File: src/hw/rtl/sma_pkg.sv
// ----------------------------------------------------------------------------
// sma_pkg
// Shared types and fixed field widths of the sample moving average block.
// ----------------------------------------------------------------------------
package sma_pkg;

   localparam int MEAN_BITS     = 12;
   localparam int FILL_OUT_BITS = 5;
   localparam int RSP_DATA_BITS = 24;
   localparam int MEAN_LSB      = 0;
   localparam int FILL_LSB      = MEAN_BITS;

   typedef struct packed {
      logic capture;
      logic update;
      logic div_step;
      logic load_out;
   } sma_cmd_type;

   typedef struct packed {
      logic div_last;
      logic out_free;
   } sma_status_type;

endpackage

File: src/hw/rtl/sample_moving_average.sv
// ----------------------------------------------------------------------------
// sample_moving_average
// Running mean over the last WINDOW converter samples.
// ----------------------------------------------------------------------------
// Each sample transfer yields one result: the truncated mean of the samples
// held so far, this one included, and the count averaged (saturating at
// WINDOW). One sample is processed at a time; the restoring divider
// yields one quotient bit per cycle. The result register lets the next
// sample be taken while a result still waits.
module sample_moving_average
   import sma_pkg::*;
#(
   parameter int WINDOW      = 16,
   parameter int SAMPLE_BITS = 12
) (
   input  logic                             clock,
   input  logic                             reset,
   input  logic                             req_tvalid,
   output logic                             req_tready,
   input  logic [((SAMPLE_BITS+7)/8)*8-1:0] req_tdata,   // sample
   output logic                             rsp_tvalid,
   input  logic                             rsp_tready,
   output logic [RSP_DATA_BITS-1:0]         rsp_tdata    // mean, fill
);

   sma_cmd_type    cmd;
   sma_status_type status;

   sma_controller u_ctrl (
      .clock      (clock),
      .reset      (reset),
      .req_tvalid (req_tvalid),
      .req_tready (req_tready),
      .cmd        (cmd),
      .status     (status)
   );

   sma_datapath #(
      .WINDOW      (WINDOW),
      .SAMPLE_BITS (SAMPLE_BITS)
   ) u_dp (
      .clock      (clock),
      .reset      (reset),
      .cmd        (cmd),
      .status     (status),
      .req_tdata  (req_tdata),
      .rsp_tvalid (rsp_tvalid),
      .rsp_tready (rsp_tready),
      .rsp_tdata  (rsp_tdata)
   );

endmodule

File: src/hw/rtl/sma_ram.sv
// ----------------------------------------------------------------------------
// sma_ram
// Generic simple dual-port RAM, one write and one registered read port.
// ----------------------------------------------------------------------------
module sma_ram #(
   parameter int WIDTH = 12,
   parameter int DEPTH = 16
) (
   input  logic                     clock,
   input  logic                     wr_en,
   input  logic [$clog2(DEPTH)-1:0] wr_addr,
   input  logic [WIDTH-1:0]         wr_data,
   input  logic                     rd_en,
   input  logic [$clog2(DEPTH)-1:0] rd_addr,
   output logic [WIDTH-1:0]         rd_data
);

   logic [WIDTH-1:0] mem_ff [DEPTH];
   logic [WIDTH-1:0] rd_data_ff;

   always_ff @(posedge clock) begin
      if (wr_en) begin
         mem_ff[wr_addr] <= wr_data;
      end
      if (rd_en) begin
         rd_data_ff <= mem_ff[rd_addr];
      end
   end

   assign rd_data = rd_data_ff;

endmodule

File: src/hw/rtl/sma_datapath.sv
// ----------------------------------------------------------------------------
// sma_datapath
// Window store, fill count, running sum, restoring divider and result register.
// ----------------------------------------------------------------------------
module sma_datapath
   import sma_pkg::*;
#(
   parameter int WINDOW      = 16,
   parameter int SAMPLE_BITS = 12
) (
   input  logic                                clock,
   input  logic                                reset,
   input  sma_cmd_type                         cmd,
   output sma_status_type                      status,
   input  logic [((SAMPLE_BITS+7)/8)*8-1:0]    req_tdata,
   output logic                                rsp_tvalid,
   input  logic                                rsp_tready,
   output logic [RSP_DATA_BITS-1:0]            rsp_tdata
);

   localparam int ADDR_BITS = $clog2(WINDOW);
   localparam int FILL_BITS = $clog2(WINDOW + 1);
   localparam int SUM_BITS  = SAMPLE_BITS + FILL_BITS;
   localparam int CNT_BITS  = $clog2(SUM_BITS + 1);
   localparam int PAD_BITS  = RSP_DATA_BITS - MEAN_BITS - FILL_OUT_BITS;

   logic [SAMPLE_BITS-1:0] sample_ff;
   logic [FILL_BITS-1:0]   fill_ff, fill_in;
   logic [ADDR_BITS-1:0]   oldest_ff, oldest_in;
   logic [SUM_BITS-1:0]    sum_ff, sum_in;
   logic [FILL_BITS-1:0]   div_ff;
   logic [FILL_BITS-1:0]   rem_ff, rem_in;
   logic [SUM_BITS-1:0]    quo_ff, quo_in;
   logic [CNT_BITS-1:0]    cnt_ff;
   logic                   rsp_valid_ff;
   logic [MEAN_BITS-1:0]   mean_ff;
   logic [FILL_OUT_BITS-1:0] fill_out_ff;

   logic                   full;
   logic [SAMPLE_BITS-1:0] old_sample;
   logic [SAMPLE_BITS-1:0] rd_data;
   logic [ADDR_BITS-1:0]   wr_addr;
   logic [FILL_BITS:0]     rem_sh;
   logic                   ge;

   assign full       = (fill_ff == FILL_BITS'(WINDOW));
   assign old_sample = full ? rd_data : '0;
   assign wr_addr    = full ? oldest_ff : fill_ff[ADDR_BITS-1:0];

   sma_ram #(
      .WIDTH (SAMPLE_BITS),
      .DEPTH (WINDOW)
   ) u_ram (
      .clock   (clock),
      .wr_en   (cmd.update),
      .wr_addr (wr_addr),
      .wr_data (sample_ff),
      .rd_en   (cmd.capture),
      .rd_addr (oldest_ff),
      .rd_data (rd_data)
   );

   always_comb begin
      sum_in    = sum_ff - SUM_BITS'(old_sample) + SUM_BITS'(sample_ff);
      fill_in   = full ? fill_ff : fill_ff + FILL_BITS'(1);
      oldest_in = oldest_ff;
      if (full) begin
         oldest_in = (oldest_ff == ADDR_BITS'(WINDOW - 1)) ? '0
                                                          : oldest_ff + ADDR_BITS'(1);
      end
   end

   // one quotient bit per step, remainder stays below the divisor
   always_comb begin
      rem_sh = {rem_ff, quo_ff[SUM_BITS-1]};
      ge     = (rem_sh >= {1'b0, div_ff});
      rem_in = ge ? FILL_BITS'(rem_sh - {1'b0, div_ff}) : FILL_BITS'(rem_sh);
      quo_in = {quo_ff[SUM_BITS-2:0], ge};
   end

   always_ff @(posedge clock) begin
      if (reset) begin
         fill_ff      <= '0;
         oldest_ff    <= '0;
         sum_ff       <= '0;
         rsp_valid_ff <= 1'b0;
      end else begin
         if (cmd.update) begin
            fill_ff   <= fill_in;
            oldest_ff <= oldest_in;
            sum_ff    <= sum_in;
         end
         if (cmd.load_out) begin
            rsp_valid_ff <= 1'b1;
         end else if (rsp_tready) begin
            rsp_valid_ff <= 1'b0;
         end
      end
   end

   always_ff @(posedge clock) begin
      if (cmd.capture) begin
         sample_ff <= req_tdata[SAMPLE_BITS-1:0];
      end
      if (cmd.update) begin
         div_ff <= fill_in;
         quo_ff <= sum_in;
         rem_ff <= '0;
         cnt_ff <= '0;
      end else if (cmd.div_step) begin
         quo_ff <= quo_in;
         rem_ff <= rem_in;
         cnt_ff <= cnt_ff + CNT_BITS'(1);
      end
      if (cmd.load_out) begin
         mean_ff     <= MEAN_BITS'(quo_ff);
         fill_out_ff <= FILL_OUT_BITS'(div_ff);
      end
   end

   assign status.div_last = (cnt_ff == CNT_BITS'(SUM_BITS - 1));
   assign status.out_free = !rsp_valid_ff || rsp_tready;

   assign rsp_tvalid = rsp_valid_ff;
   assign rsp_tdata  = {{PAD_BITS{1'b0}}, fill_out_ff, mean_ff};

endmodule

File: src/hw/rtl/sma_controller.sv
// ----------------------------------------------------------------------------
// sma_controller
// Sequencer: accept, update store and sum, divide, hand over the result.
// ----------------------------------------------------------------------------
module sma_controller
   import sma_pkg::*;
(
   input  logic           clock,
   input  logic           reset,
   input  logic           req_tvalid,
   output logic           req_tready,
   output sma_cmd_type    cmd,
   input  sma_status_type status
);

   typedef enum logic [1:0] {
      ST_IDLE,
      ST_UPDATE,
      ST_DIVIDE,
      ST_DONE
   } state_type;

   state_type state_ff;
   logic      tready_ff;
   logic      accept;

   assign accept     = req_tvalid && tready_ff;
   assign req_tready = tready_ff;

   always_comb begin
      cmd          = '0;
      cmd.capture  = accept;
      cmd.update   = (state_ff == ST_UPDATE);
      cmd.div_step = (state_ff == ST_DIVIDE);
      cmd.load_out = (state_ff == ST_DONE) && status.out_free;
   end

   always_ff @(posedge clock) begin
      if (reset) begin
         state_ff  <= ST_IDLE;
         tready_ff <= 1'b0;
      end else begin
         unique case (state_ff)
            ST_IDLE: begin
               if (accept) begin
                  state_ff  <= ST_UPDATE;
                  tready_ff <= 1'b0;
               end else begin
                  tready_ff <= 1'b1;
               end
            end
            ST_UPDATE: begin
               state_ff <= ST_DIVIDE;
            end
            ST_DIVIDE: begin
               if (status.div_last) begin
                  state_ff <= ST_DONE;
               end
            end
            ST_DONE: begin
               if (status.out_free) begin
                  state_ff  <= ST_IDLE;
                  tready_ff <= 1'b1;
               end
            end
            default: begin
               state_ff  <= ST_IDLE;
               tready_ff <= 1'b0;
            end
         endcase
      end
   end

endmodule

File: config.mk
export PLATFORM = sky130hd
export DESIGN_NAME = sample_moving_average
export DESIGN_NICKNAME = d
export VERILOG_FILES = /design/src/hw/rtl/sma_pkg.sv /design/src/hw/rtl/sample_moving_average.sv /design/src/hw/rtl/sma_ram.sv /design/src/hw/rtl/sma_datapath.sv /design/src/hw/rtl/sma_controller.sv
export SDC_FILE = /design/constraint.sdc
export NUM_CORES = 1
export LEC_CHECK = 0
export BUFFER_PORTS_ARGS = -buffer_cell sky130_fd_sc_hd__buf_2
export CAP_MARGIN = 20
export CORE_ASPECT_RATIO = 1.1
export CORE_UTILIZATION = 49
export CTS_CLUSTER_SIZE = 30
export DETAILED_ROUTE_END_ITERATION = 7
export PLACE_DENSITY = 0.73
export RECOVER_POWER = 25
export SLEW_MARGIN = 20
export SYNTH_ARGS = -nofsm -noshare
export SYNTH_HDL_FRONTEND = slang
export SYNTH_HIERARCHICAL = 1
export SYNTH_SLANG_ARGS = --single-unit
File: constraint.sdc
create_clock -name clock -period 4.1 [get_ports clock]
set_clock_uncertainty 0.1 [all_clocks]
set_input_delay 0.205 -clock clock [delete_from_list [all_inputs] [get_ports clock]]
set_output_delay 0.205 -clock clock [all_outputs]
set_load 0.05 [all_outputs]
Word level (Yosys, flattened, before mapping):

Memories as Yosys holds them, arrays and structs flattened. A register that Yosys moved wholly into a read port is not among the register bits.
Index checks and enable logic that the tools add are counted.
W data, S select, Z words.

* output and inout port bits: 26
* bits in writable memories: 192
* memories: 1
* register bits after elaboration: 91
* word-level logic and storage cells: 59
* input port bits: 20

* reductions and logical operators: 11
* $add $sub $neg: 6
* multiplexer cells: 18
* equal/unequal tests: 9
* magnitude comparators: 1

Memories
* u_dp.u_ram.mem_ff: words 16, width 12, rd ports 1, clocked after Yosys merged registers in 1, write ports 1, line sma_ram.sv:18 `logic [WIDTH-1:0] mem_ff [DEPTH];`

Operator list (number)
* $mux W17: 2
* $add A17 B12 Y17: 1
* $sub A17 B12 Y17: 1
* $mux W12: 1
* $add A5 B1 Y5 const B: 2
* $eq A5 B5 Y1 const B: 2
* $mux W5: 2
* $mux W4: 2
* $pmux W2 S4: 1
* $ge A6 B5 Y1: 1
* $mux W1: 6
* $mux W2: 3
* $ne A2 B1 Y1 const B: 3
* $reduce_bool A2 Y1: 3
* $sub A5 B5 Y5: 1
* $add A4 B1 Y4 const B: 1
* $eq A2 B2 Y1 const B: 2
* $eq A4 B4 Y1 const B: 1
* $reduce_and A2 Y1: 2
* $reduce_and A3 Y1: 1
* $eq A2 B1 Y1 const B: 1
* $logic_and A1 B1 Y1: 2
* $logic_not A2 Y1: 1
* $pmux W1 S2: 1
* 2 further kinds: 2

Depth between registers and ports, before layout:

Gate-level depths: netlist of run 1.

* word-level depth: 5
* gate-level depth with buffers: 17
* mapped depth without buffers: 14

By module:

Netlist of run 1, hierarchy kept.

By module, submodules not included
* sma_ram: seq. area each 6125.9 µm², area each 7719.9 µm², instances 1, cells an instance 329
* sma_datapath: seq. area each 2272.2 µm², area each 4973.5 µm², instances 1, cells an instance 486
* sma_controller: seq. area each 60.1 µm², area each 234.0 µm², instances 1, cells an instance 25

Worst setup path before layout of run 1:

Ideal clock, no wire load.

* path type: register to register
* from: reg u_dp.fill_ff[0]
* to: reg u_dp.sum_ff[16]
* cell stages (with the launch flop): 16
* library setup time: 0.123 ns
* period minus slack after synthesis: 3.701 ns
* buffers on the path: 2
* arrival time: 3.478 ns
* path slack: 0.399 ns
* required time: 3.877 ns
* cell sequence: dfxtp_1 > inv_1 > ha_1 > nor4bb_1 > clkbuf_2 > clkbuf_1 > and2_1 > fa_1 > inv_1 > fa_1 > a211oi_2 > o21ai_2 > a31oi_4 > o21ba_4 > mux2i_1 > mux2_1

* longest elaborated chain between the ends: 4

Ends and longest elaborated chain
* start: declaration: line sma_datapath.sv:28 `logic [FILL_BITS-1:0] fill_ff, fill_in;`
* start signal: assignment: line sma_datapath.sv:89 `fill_ff <= fill_in;`
* $eq A5 B5 Y1: line sma_datapath.sv:46 `assign full = (fill_ff == FILL_BITS'(WINDOW));`
* $mux W12: line sma_datapath.sv:47 `assign old_sample = full ? rd_data : '0;`
* $sub A17 B12 Y17: line sma_datapath.sv:64 `sum_in = sum_ff - SUM_BITS'(old_sample) + SUM_BITS'(sample_ff);`
* $add A17 B12 Y17: line sma_datapath.sv:64
* end signal: assignment: line sma_datapath.sv:91 `sum_ff <= sum_in;`
* end: declaration: line sma_datapath.sv:30 `logic [SUM_BITS-1:0] sum_ff, sum_in;`

No other way between the ends.
A chain may end at the register's enable or synchronous reset.

Worst setup path after layout of run 1:

* from: reg u_dp.fill_ff[1]
* to: reg u_dp.sum_ff[16]

The elaborated chain is that of the path after synthesis.

==> results of run 1 <==
==> cell type report <==
cell class	count	area share, %
timing repair buffer	71	3.25
clock buffer	32	5.06
inverter	86	2.22
tap	346	2.97
multi-input combinational	425	27.1
sequential	295	58.1
clock inverter	20	1.27
==> power by group <==
part | switching [W] | internal, W | total [W]
clock network | 0.00108 | 0.00148 | 0.00257
logic | 0.00151 | 0.00112 | 0.00263
registers | 0.000203 | 0.00376 | 0.00396
==> placed cells by master (no fill, tap or decap), types with 8 or more instances in the layout <==
| cell type | instances |
|---|---|
| dfxtp_1 | 38 |
| o21ai_0 | 21 |
| inv_1 | 86 |
| nor2_1 | 47 |
| clkinv_1 | 8 |
| nand2_1 | 38 |
| mux4_2 | 33 |
| mux2i_1 | 12 |
| edfxtp_1 | 255 |
| a21oi_1 | 23 |
| a22oi_1 | 24 |
| nand2b_1 | 17 |
| and2_1 | 15 |
| dlygate4sd3_1 | 13 |
| xnor2_1 | 15 |
| clkbuf_16 | 29 |
| fa_1 | 13 |
| buf_2 | 34 |
| xor2_1 | 9 |
| ha_1 | 30 |
| buf_4 | 22 |
| mux4_1 | 15 |
==> cell usage after synthesis, drive strengths merged (16+ instances only) <==
cell / n / area [um2]
nor2: 47 / 176
o21ai: 24 / 128
edfxtp: 255 / 7660
mux4: 48 / 1140
dfxtp: 40 / 801
a22oi: 24 / 180
clkbuf: 19 / 72.6
a21oi: 25 / 133
inv: 86 / 323
nand2b: 17 / 106
and2: 16 / 103
buf: 21 / 181
nand2: 38 / 143
ha: 31 / 388
==> stage by stage <==
stage | hold WS [ns] | instance area, um2
final | 0.0935 | 14600
after global routing | 0.109 | 14600
after CTS | 0.0729 | 14600
after detailed placement | 0.283 | 13500
after global placement | 0.281 | 13500
after floorplan | 0.177 | 12900
==> final timing paths <==
check	start	cells after the start	to	slack [ns]
min reg2reg	u_dp/div_ff[4]	0	u_dp/fill_out_ff[4]	0.35
max reg2reg	u_dp/fill_ff[1]	14	u_dp/sum_ff[16]	0.32
max	u_dp/fill_ff[1]	14	u_dp/sum_ff[16]	0.32
min	reset	2	u_dp/oldest_ff[0]	0.09
==> layer usage <==
metal	vias up	global-route usage [%]	share of wire (%)
li1	3262	-	-
met1	3387	23.4	45
met2	159	30.2	49
met3	38	2.33	4.3
met4	0	5.37	2.6
met5	-	0	0
==> state kept, by name (all words and copies together), names as in the netlist <==
register / cells
u_dp/sum_ff: 17
u_dp/sample_ff: 12
u_dp/fill_out_ff: 5
u_ctrl/state_ff: 2
u_ctrl/req_tready: 1
u_dp/quo_ff: 17
u_dp/oldest_ff: 4
u_dp/div_ff: 5
u_dp/u_ram/mem_ff: 192
u_dp/rem_ff: 5
u_dp/mean_ff: 12
u_dp/rsp_tvalid: 1
u_dp/u_ram/rd_data: 12
u_dp/fill_ff: 5
u_dp/cnt_ff: 5
==> worst register-to-register path, cell delays in order (launching register included) <==
cell and delay [ns]:
dfxtp_1 0.39, inv_1 0.07, ha_1 0.17, nor4bb_4 0.17, buf_4 0.18, and2_1 0.17, fa_1 0.48, inv_1 0.07
fa_1 0.47, a211oi_2 0.28, o21ai_2 0.17, a31oi_4 0.23, o21ba_4 0.18, mux2i_1 0.19, mux2_1 0.33
==> kinds of logic (layout without fill, tap and decap cells) <==
kind of cell,after synthesis,count (layout),share of synthesized area (%)
DFF,295,295,65.4
and+or+nand+nor,157,157,6.03
muxes,67,67,10.3
other,1,7,0.0290
adders and majority gates,44,44,5.01
AOI/OAI and AO/OA,125,125,6.90
buffers and inverters,126,209,4.46
xor gates and xnor gates,25,25,1.80
==> out/qor.yml, run 1 <==
outcome:
  status: "finished clean"
drt:
  route.vias.total: 6846
  wl_per_cell_um: 17.9
  drt-vias-per-instance: 5.37
  drc: 0
  wl_um: 22800
  firstDrtPassIters: 4
  antenna_left: 0
  drtIter0Drc: 478
timing:
  maxSlewViolCount: 0
  setup_tns_ns: 0
  tightest_slew_ns: 1.10
  setup_viol: 0
  timing.final.crit_share_pct: 92.2
  finalCriticalPeriod_ns: 3.78
  hold_violations: 0
  grt_setup_unrepaired: "false"
  worst_slack_ns: 0.322
  relSlewSlack_pct: 26.2
  fmax_ghz: 0.265
grt:
  grt_usage_pct: 17.6
  grt_overflow: 0
  grt_first_pass_wirelength_um: 36100
  grt_max_degree: 79
  antenna_found_initial: 0
  grt_pass1_vias: 6706
floorplanning:
  num_rows: 61
  start_util_pct: 50.6
  die_h_um: 172
  dieArea_um2: 27000
  fp.dieW_um: 157
  core_area_um2: 25600
  io_pins: 46
synth:
  synthFlopType: "edfxtp_1"
  ys_ff_latch: 295
  avgSynthCellArea_um2: 15.4
  synth_cells: 840
  synth_cell_types: 68
  synthArstFlopShare_pct: 0
  synth_edf_count: 255
  ys_seq_area_share_pct: 65.4
  netlist_area_um2: 12900
  ys_warn_count: 6
finish:
  final_cells: 1275
  seq_area_um2: 8460
  finish.net_count: 972
  fillerInstances: 1938
  n_antenna_cell: 0
  multi_input_area_um2: 3950
  finish.utilization_pct: 57.0
  drive_gt1_share_pct: 17.2
  area_growth_pct: 12.6
critical_path:
  cp-start-kind: "flop"
  crit_fanout: 11
  cpPeakStageDelay_ns: 0.48
  path_buf_inv: 3
  slowest_stage: "fa_1"
  path_class: "reg -> reg"
  critPathTopFamily: "adder cells"
  critPathCaptureType: "flop"
  crit_arrival_ns: 4.11
  path_cells: "inv_1, ha_1, nor4bb_4, buf_4, and2_1, fa_1, inv_1, fa_1, a211oi_2, o21ai_2, a31oi_4, o21ba_4, mux2i_1, mux2_1"
  worstPathRequired_ns: 4.43
placement:
  detailed_place_hpwl_um: 15000
  numPortBuffers: 34
  gp_congestion: 0.820
  dp_slack_ns: 0.337
  placedCellCount: 1210
worst_hold_path:
  hold_class: "in -> reg"
cts:
  clock-sinks: 295
  htree_levels: 1
  insertion_delay_ns: 0.56
  cts_root_buf: "clkbuf_16"
  cts_tree: "built"
  cts_resized: 0
  clk_pin_slew_ns: 0.06
  cts_hold_buf: 13
  post_cts_buffers: 0
  cts_buffers: 29
  clockBufferDepth: 3
power_and_ir_drop:
  fin_total_pwr_w: 0.00916
  p_leak_nw: 5.13
  cellPowerDensity_nw_per_um2: 629
  peakVddDrop_v: 0.000362
flow_run:
  max-cap-violations: 0
Note: power is estimated with default switching activity, not from simulation.
==> run 2, diff against run 1 <==
SYNTH_HIERARCHICAL = default   (was 1)
==> run 2 against run 1 <==
  * Combinational power rose by 2%
  * Largest power group unchanged
  * Routed wire length barely moved
  * Cell count rose by 1.2%
  * Critical path depth did not move
  * Via count rose by 0.34%
  * Die area fell by 0.68%
  * Sequential share of layout area fell by 0.24 points
  * First-iteration DRC count rose by 11%
  * Critical path type unchanged
  * Final area rose by 0.44%
  * Clock power barely moved
==> out/qor.yml, run 2 <==
timing:
  maxSlewViolCount: 0
  grt_setup_unrepaired: "false"
  tightest_slew_ns: 0.854
  setup_tns_ns: 0
  timing.final.crit_share_pct: 91.7
  hold_violations: 0
  fmax_ghz: 0.266
  finalCriticalPeriod_ns: 3.76
  relSlewSlack_pct: 43.0
  setup_viol: 0
synth:
  synth_area_leaders: "edfxtp_1, mux4_2, dfxtp_1"
  synth_edf_count: 255
  muxShareOfSynthArea_pct: 11.4
  ys_ff_latch: 295
  netlist_area_um2: 12800
  synth_cell_types: 62
  avgSynthCellArea_um2: 15.2
  synth_most_common_cell: "edfxtp_1"
  synth_cells: 847
  synth_top_area_share_pct: 59.6
  synth_top_family_by_area: "multiplexers"
  synth_compound_gate_area_share_pct: 6.02
  synthArstFlopShare_pct: 0
  ys_seq_area_share_pct: 65.9
  synthFlopType: "edfxtp_1"
  ys_warn_count: 0
  synth_xor_area_share_pct: 1.30
  synthTopCellsByCount: "edfxtp_1, inv_1, mux4_2"
  synth-simple-area-share_pct: 6.26
  yosysTopAreaCell: "edfxtp_1"
  yosys.area_share.adder_pct: 5.05
finish:
  mostFrequentLayoutCells: "edfxtp_1, inv_1, mux4_2"
  drive_gt1_share_pct: 19.6
  area_growth_pct: 13.9
  largest_reg_flops: 192
  finish.utilization_pct: 57.4
  n_antenna_cell: 0
  finish.net_count: 985
  top_register: "u_dp.u_ram.mem_ff"
  top_regs: "u_dp.u_ram.mem_ff: 192 flops, u_dp.quo_ff: 17 flops, u_dp.sum_ff: 17 flops"
  layout_commonest_cell: "edfxtp_1"
placement:
  numPortBuffers: 34
  gp_congestion: 0.835
  detailed_place_hpwl_um: 15100
floorplanning:
  fp.dieW_um: 156
  dieArea_um2: 26900
  io_pins: 46
  core_area_um2: 25500
  start_util_pct: 50.4
  die_h_um: 172
  num_rows: 61
cts:
  cts_resized: 0
  clockBufferDepth: 3
  cts_buffers: 30
  htree_levels: 1
  cts_root_buf: "clkbuf_16"
  clock-sinks: 295
  cts_tree: "built"
  insertion_delay_ns: 0.58
  clk_pin_slew_ns: 0.06
critical_path:
  crit_fanout: 13
  crit_arrival_ns: 4.07
  critPathCaptureType: "flop"
  path_class: "reg -> reg"
  cpPeakStageDelay_ns: 0.54
  r2r-start: "u_dp.fill_ff[1]"
  path_cells: "inv_1, ha_1, nor4bb_4, buf_4, and2_1, fa_1, inv_1, ha_1, nor2b_4, o31a_1, o221a_1, a31o_1, or4_4, nand3_1"
  cp-start-kind: "flop"
  worstPathRequired_ns: 4.42
  crit_start: "u_dp.fill_ff[1]"
  slowest_stage: "or4_4"
grt:
  antenna_found_initial: 0
  grt_pass1_vias: 6894
  grt_first_pass_wirelength_um: 37000
  grt_usage_pct: 17.9
  grt_max_degree: 57
  grt_overflow: 0
flow_run:
  max-cap-violations: 0
drt:
  drtIter0Drc: 531
  drc: 0
  antenna_left: 0
  firstDrtPassIters: 5
  wl_um: 22800
  drt-vias-per-instance: 5.32
  route.vias.total: 6869
  wl_per_cell_um: 17.7
worst_hold_path:
  worstHoldStart: "req_tvalid"
  hold_class: "in -> reg"
power_and_ir_drop:
  peakVddDrop_v: 0.000354
  p_leak_nw: 5.06
  cellPowerDensity_nw_per_um2: 634
outcome:
  status: "finished clean"
==> run 2: cell count changes after synthesis, sizes merged, moves of 9 or more <==
cell    previous run  this run
a21oi             25        45
a22oi             24         1
clkbuf            19        30
mux4              48        60
nand2b            17         7
nand3              6        15
==> run 2: what timing repair did <==
action | 4_1_cts | 5_1_grt
hold buffers | 13 | 0
setup buffers | 0 | 1
endpoints found under the hold margin | 13 | 0
setup endpoints to repair | 0 | 7
==> run 2: final timing paths <==
kind              slack, ns  depth (start not counted)                end
setup reg to reg       0.34                         14    u_dp.quo_ff[16]
setup / recovery       0.34                         14    u_dp.quo_ff[16]
hold / removal         0.02                          4  u_ctrl.req_tready
hold reg to reg        0.35                          0    u_dp.mean_ff[8]
==> run 2: critical path, delay by kind of cell (launching register included) <==
kind,cells,cell delay (ns)
buf+inv,3,0.29
compound gates,3,0.75
simple gates,5,1.10
flops,1,0.32
fa+ha+maj,3,1.06
==> run 2: report_power, final <==
part           switching, W  internal, W  leakage (nW)
sequential         0.000213      0.00379          2.64
combinational       0.00159      0.00108          1.96
clock               0.00111      0.00149         0.457
total               0.00292      0.00635          5.06
==> run 2: metrics by stage <==
stage	setup WS, ns	cells	hold slack (ns)	total power, W	area [um2]
final	0.340	1290	0.0178	0.00927	14600
after CTS	0.138	1288	0.0176	0.00934	14600
after global routing	0.103	1290	0.0411	0.00982	14600
after detailed placement	0.161	1220	0.283	0.00672	13500
after floorplan	0.0346	853	0.204	0.00603	12900
after global placement	0.227	1220	0.282	0.00664	13500
==> run 2: per-layer routing <==
layer  track usage (%)  vias to the layer above  share of wire (%)
li1                  -                     3303                  -
met1              24.0                     3393                 45
met2              30.7                      135                 49
met3              2.54                       38                3.7
met4              4.94                        0                2.2
met5                 0                        -                  0
==> run 2: cell families (layout without fill, tap and decap cells) <==
kind of cell | count (synthesis) | in the layout
flip-flops | 295 | 295
other | 1 | 7
XOR/XNOR | 19 | 19
buffers and inverters | 129 | 220
multiplexers | 71 | 71
adder cells (fa/ha/maj) | 44 | 44
AO/OA/AOI/OAI | 123 | 123
AND/OR/NAND/NOR | 165 | 165
==> run 2: layout make-up <==
class / count / area, um2
multi-input cells: 429 / 3910
repair buffers: 81 / 561
fillers: 2029 / 10900
clock inverters: 17 / 156
clock buffers: 38 / 791
well taps: 346 / 433
flip-flops and latches: 295 / 8460
inverters: 84 / 315
==> run 3, diff against run 2 <==
clock period = 3.7 ns   (was 4.1 ns; I/O delays follow)
==> run 3 against run 2 <==
  * Critical path depth decreased by 1
  * Final area increased by 2.3%
  * Largest cell class unchanged
  * Die area unchanged
  * Sequential share of layout area decreased by 1.3 points
  * First-iteration DRC count decreased by 20%
  * Global-route usage increased by 1.0 points
  * Fmax increased by 4.5%
  * Non-clock buffer count increased by 13
  * Sequential power increased by 11%
==> out/qor.yml, run 3 (synthesis results as in run 2) <==
grt:
  grt_usage_pct: 19.0
  grt_overflow: 0
  grt_max_degree: 51
  antenna_found_initial: 0
  grt_first_pass_wirelength_um: 38600
  grt_pass1_vias: 7005
cts:
  insertion_delay_ns: 0.54
  htree_levels: 1
  clock-sinks: 295
  cts_buffers: 29
  cts_tree: "built"
  clockBufferDepth: 3
  cts_root_buf: "clkbuf_16"
  clk_pin_slew_ns: 0.06
placement:
  dpl_cell_area_um2: 13600
  placedCellCount: 1225
  gp_congestion: 0.794
  numPortBuffers: 34
  detailed_place_hpwl_um: 15300
drt:
  wl_per_cell_um: 18.6
  firstDrtPassIters: 5
  drc: 0
  antenna_left: 0
  drtIter0Drc: 426
  drt-vias-per-instance: 5.42
  wl_um: 24200
  route.vias.total: 7041
floorplanning:
  io_pins: 46
  start_util_pct: 50.4
  core_area_um2: 25500
  die_h_um: 172
  num_rows: 61
  dieArea_um2: 26900
  fp.dieW_um: 156
critical_path:
  crit_arrival_ns: 3.91
  path_class: "reg -> reg"
  crit_fanout: 5
  cp-start-kind: "flop"
  critPathCaptureType: "flop"
  worstPathRequired_ns: 4.01
finish:
  multi_input_area_um2: 4040
  design_area_um2: 15000
  n_antenna_cell: 0
  drive_gt1_share_pct: 24.0
  finish.net_count: 997
  top_register: "u_dp.u_ram.mem_ff"
  largest_reg_flops: 192
  final_cells: 1299
  top_regs: "u_dp.u_ram.mem_ff: 192 flops, u_dp.quo_ff: 17 flops, u_dp.sum_ff: 17 flops"
  layout_commonest_cell: "edfxtp_1"
  fillerInstances: 1958
  area_growth_pct: 16.5
  seq_area_um2: 8470
  mostFrequentLayoutCells: "edfxtp_1, inv_1, mux4_2"
timing:
  hold_slack_ns: 0.0779
  grt_setup_unrepaired: "true"
  relSlewSlack_pct: 47.4
  setup_tns_ns: 0
  tightest_slew_ns: 0.789
  fmax_ghz: 0.278
  maxSlewViolCount: 0
  timing.final.crit_share_pct: 97.2
  setup_viol: 0
  finalCriticalPeriod_ns: 3.60
  hold_violations: 0
flow_run:
  max-cap-violations: 0
power_and_ir_drop:
  cellPowerDensity_nw_per_um2: 724
  p_leak_nw: 5.18
  peakVddDrop_v: 0.000349
worst_hold_path:
  hold_class: "in -> reg"
outcome:
  status: "finished clean"
run 3: where the power goes:
part / total [W] / internal [W] / switching [W]
Combinational: 0.00322 / 0.00132 / 0.00190
Clock: 0.00319 / 0.00198 / 0.00121
Sequential: 0.00442 / 0.00420 / 0.000221
Total: 0.0108 / 0.00750 / 0.00333
run 3: timing repair:
item / CTS / global route
endpoints found under the setup margin: 1 / 17
pin swaps: 0 / 11
hold endpoints to repair: 14 / 0
hold buffers: 14 / 0
setup buffers: 0 / 9
gates resized for setup: 3 / 23
run 3: final timing paths:
check | from | to | slack (ns) | cells past startpoint
worst min-delay path | reset | u_dp.rsp_tvalid | 0.08 | 2
worst min register to register | u_dp.quo_ff[8] | u_dp.mean_ff[8] | 0.35 | 0
worst max-delay path | u_dp.fill_ff[1] | u_dp.quo_ff[16] | 0.10 | 13
worst max register to register | u_dp.fill_ff[1] | u_dp.quo_ff[16] | 0.10 | 13
run 3: layer usage:
metal | vias up | global-route usage [%] | routed length [um]
met4 | 0 | 4.82 | 401
met1 | 3515 | 24.8 | 10100
met2 | 161 | 32.8 | 12300
met5 | - | 0 | 0
li1 | 3330 | - | -
met3 | 35 | 3.40 | 1400
run 3: layout make-up:
type,count,area share (%)
clock inverters,20,2.00
multi-input cells,429,27.0
inverters,84,2.12
repair buffers,94,4.50
clock buffers,31,4.90
flip-flops and latches,295,56.6
well taps,346,2.89
run 3: worst max-delay path, cell delays in order, from the launching register on:
cell and delay, ns:
dfxtp_2 0.34, inv_4 0.07, ha_4 0.12, nor4bb_4 0.31, buf_4 0.18, and2_4 0.13, fa_1 0.45, fa_2 0.44
nor2b_4 0.13, o31a_1 0.23, o22ai_2 0.10, a31o_1 0.25, or4_4 0.55, nand3_2 0.07
run 3: metrics by stage:
step | power (W) | setup slack, ns | util, %
2_1_floorplan | 0.00673 | 0.0290 | -
3_3_place_gp | 0.00743 | 0.0658 | 53.4
3_5_place_dp | 0.00751 | 0.00721 | 53.4
4_1_cts | 0.0107 | 0.0231 | 58.1
5_1_grt | 0.0115 | -0.0482 | 58.7
6_report | 0.0108 | 0.102 | 58.7
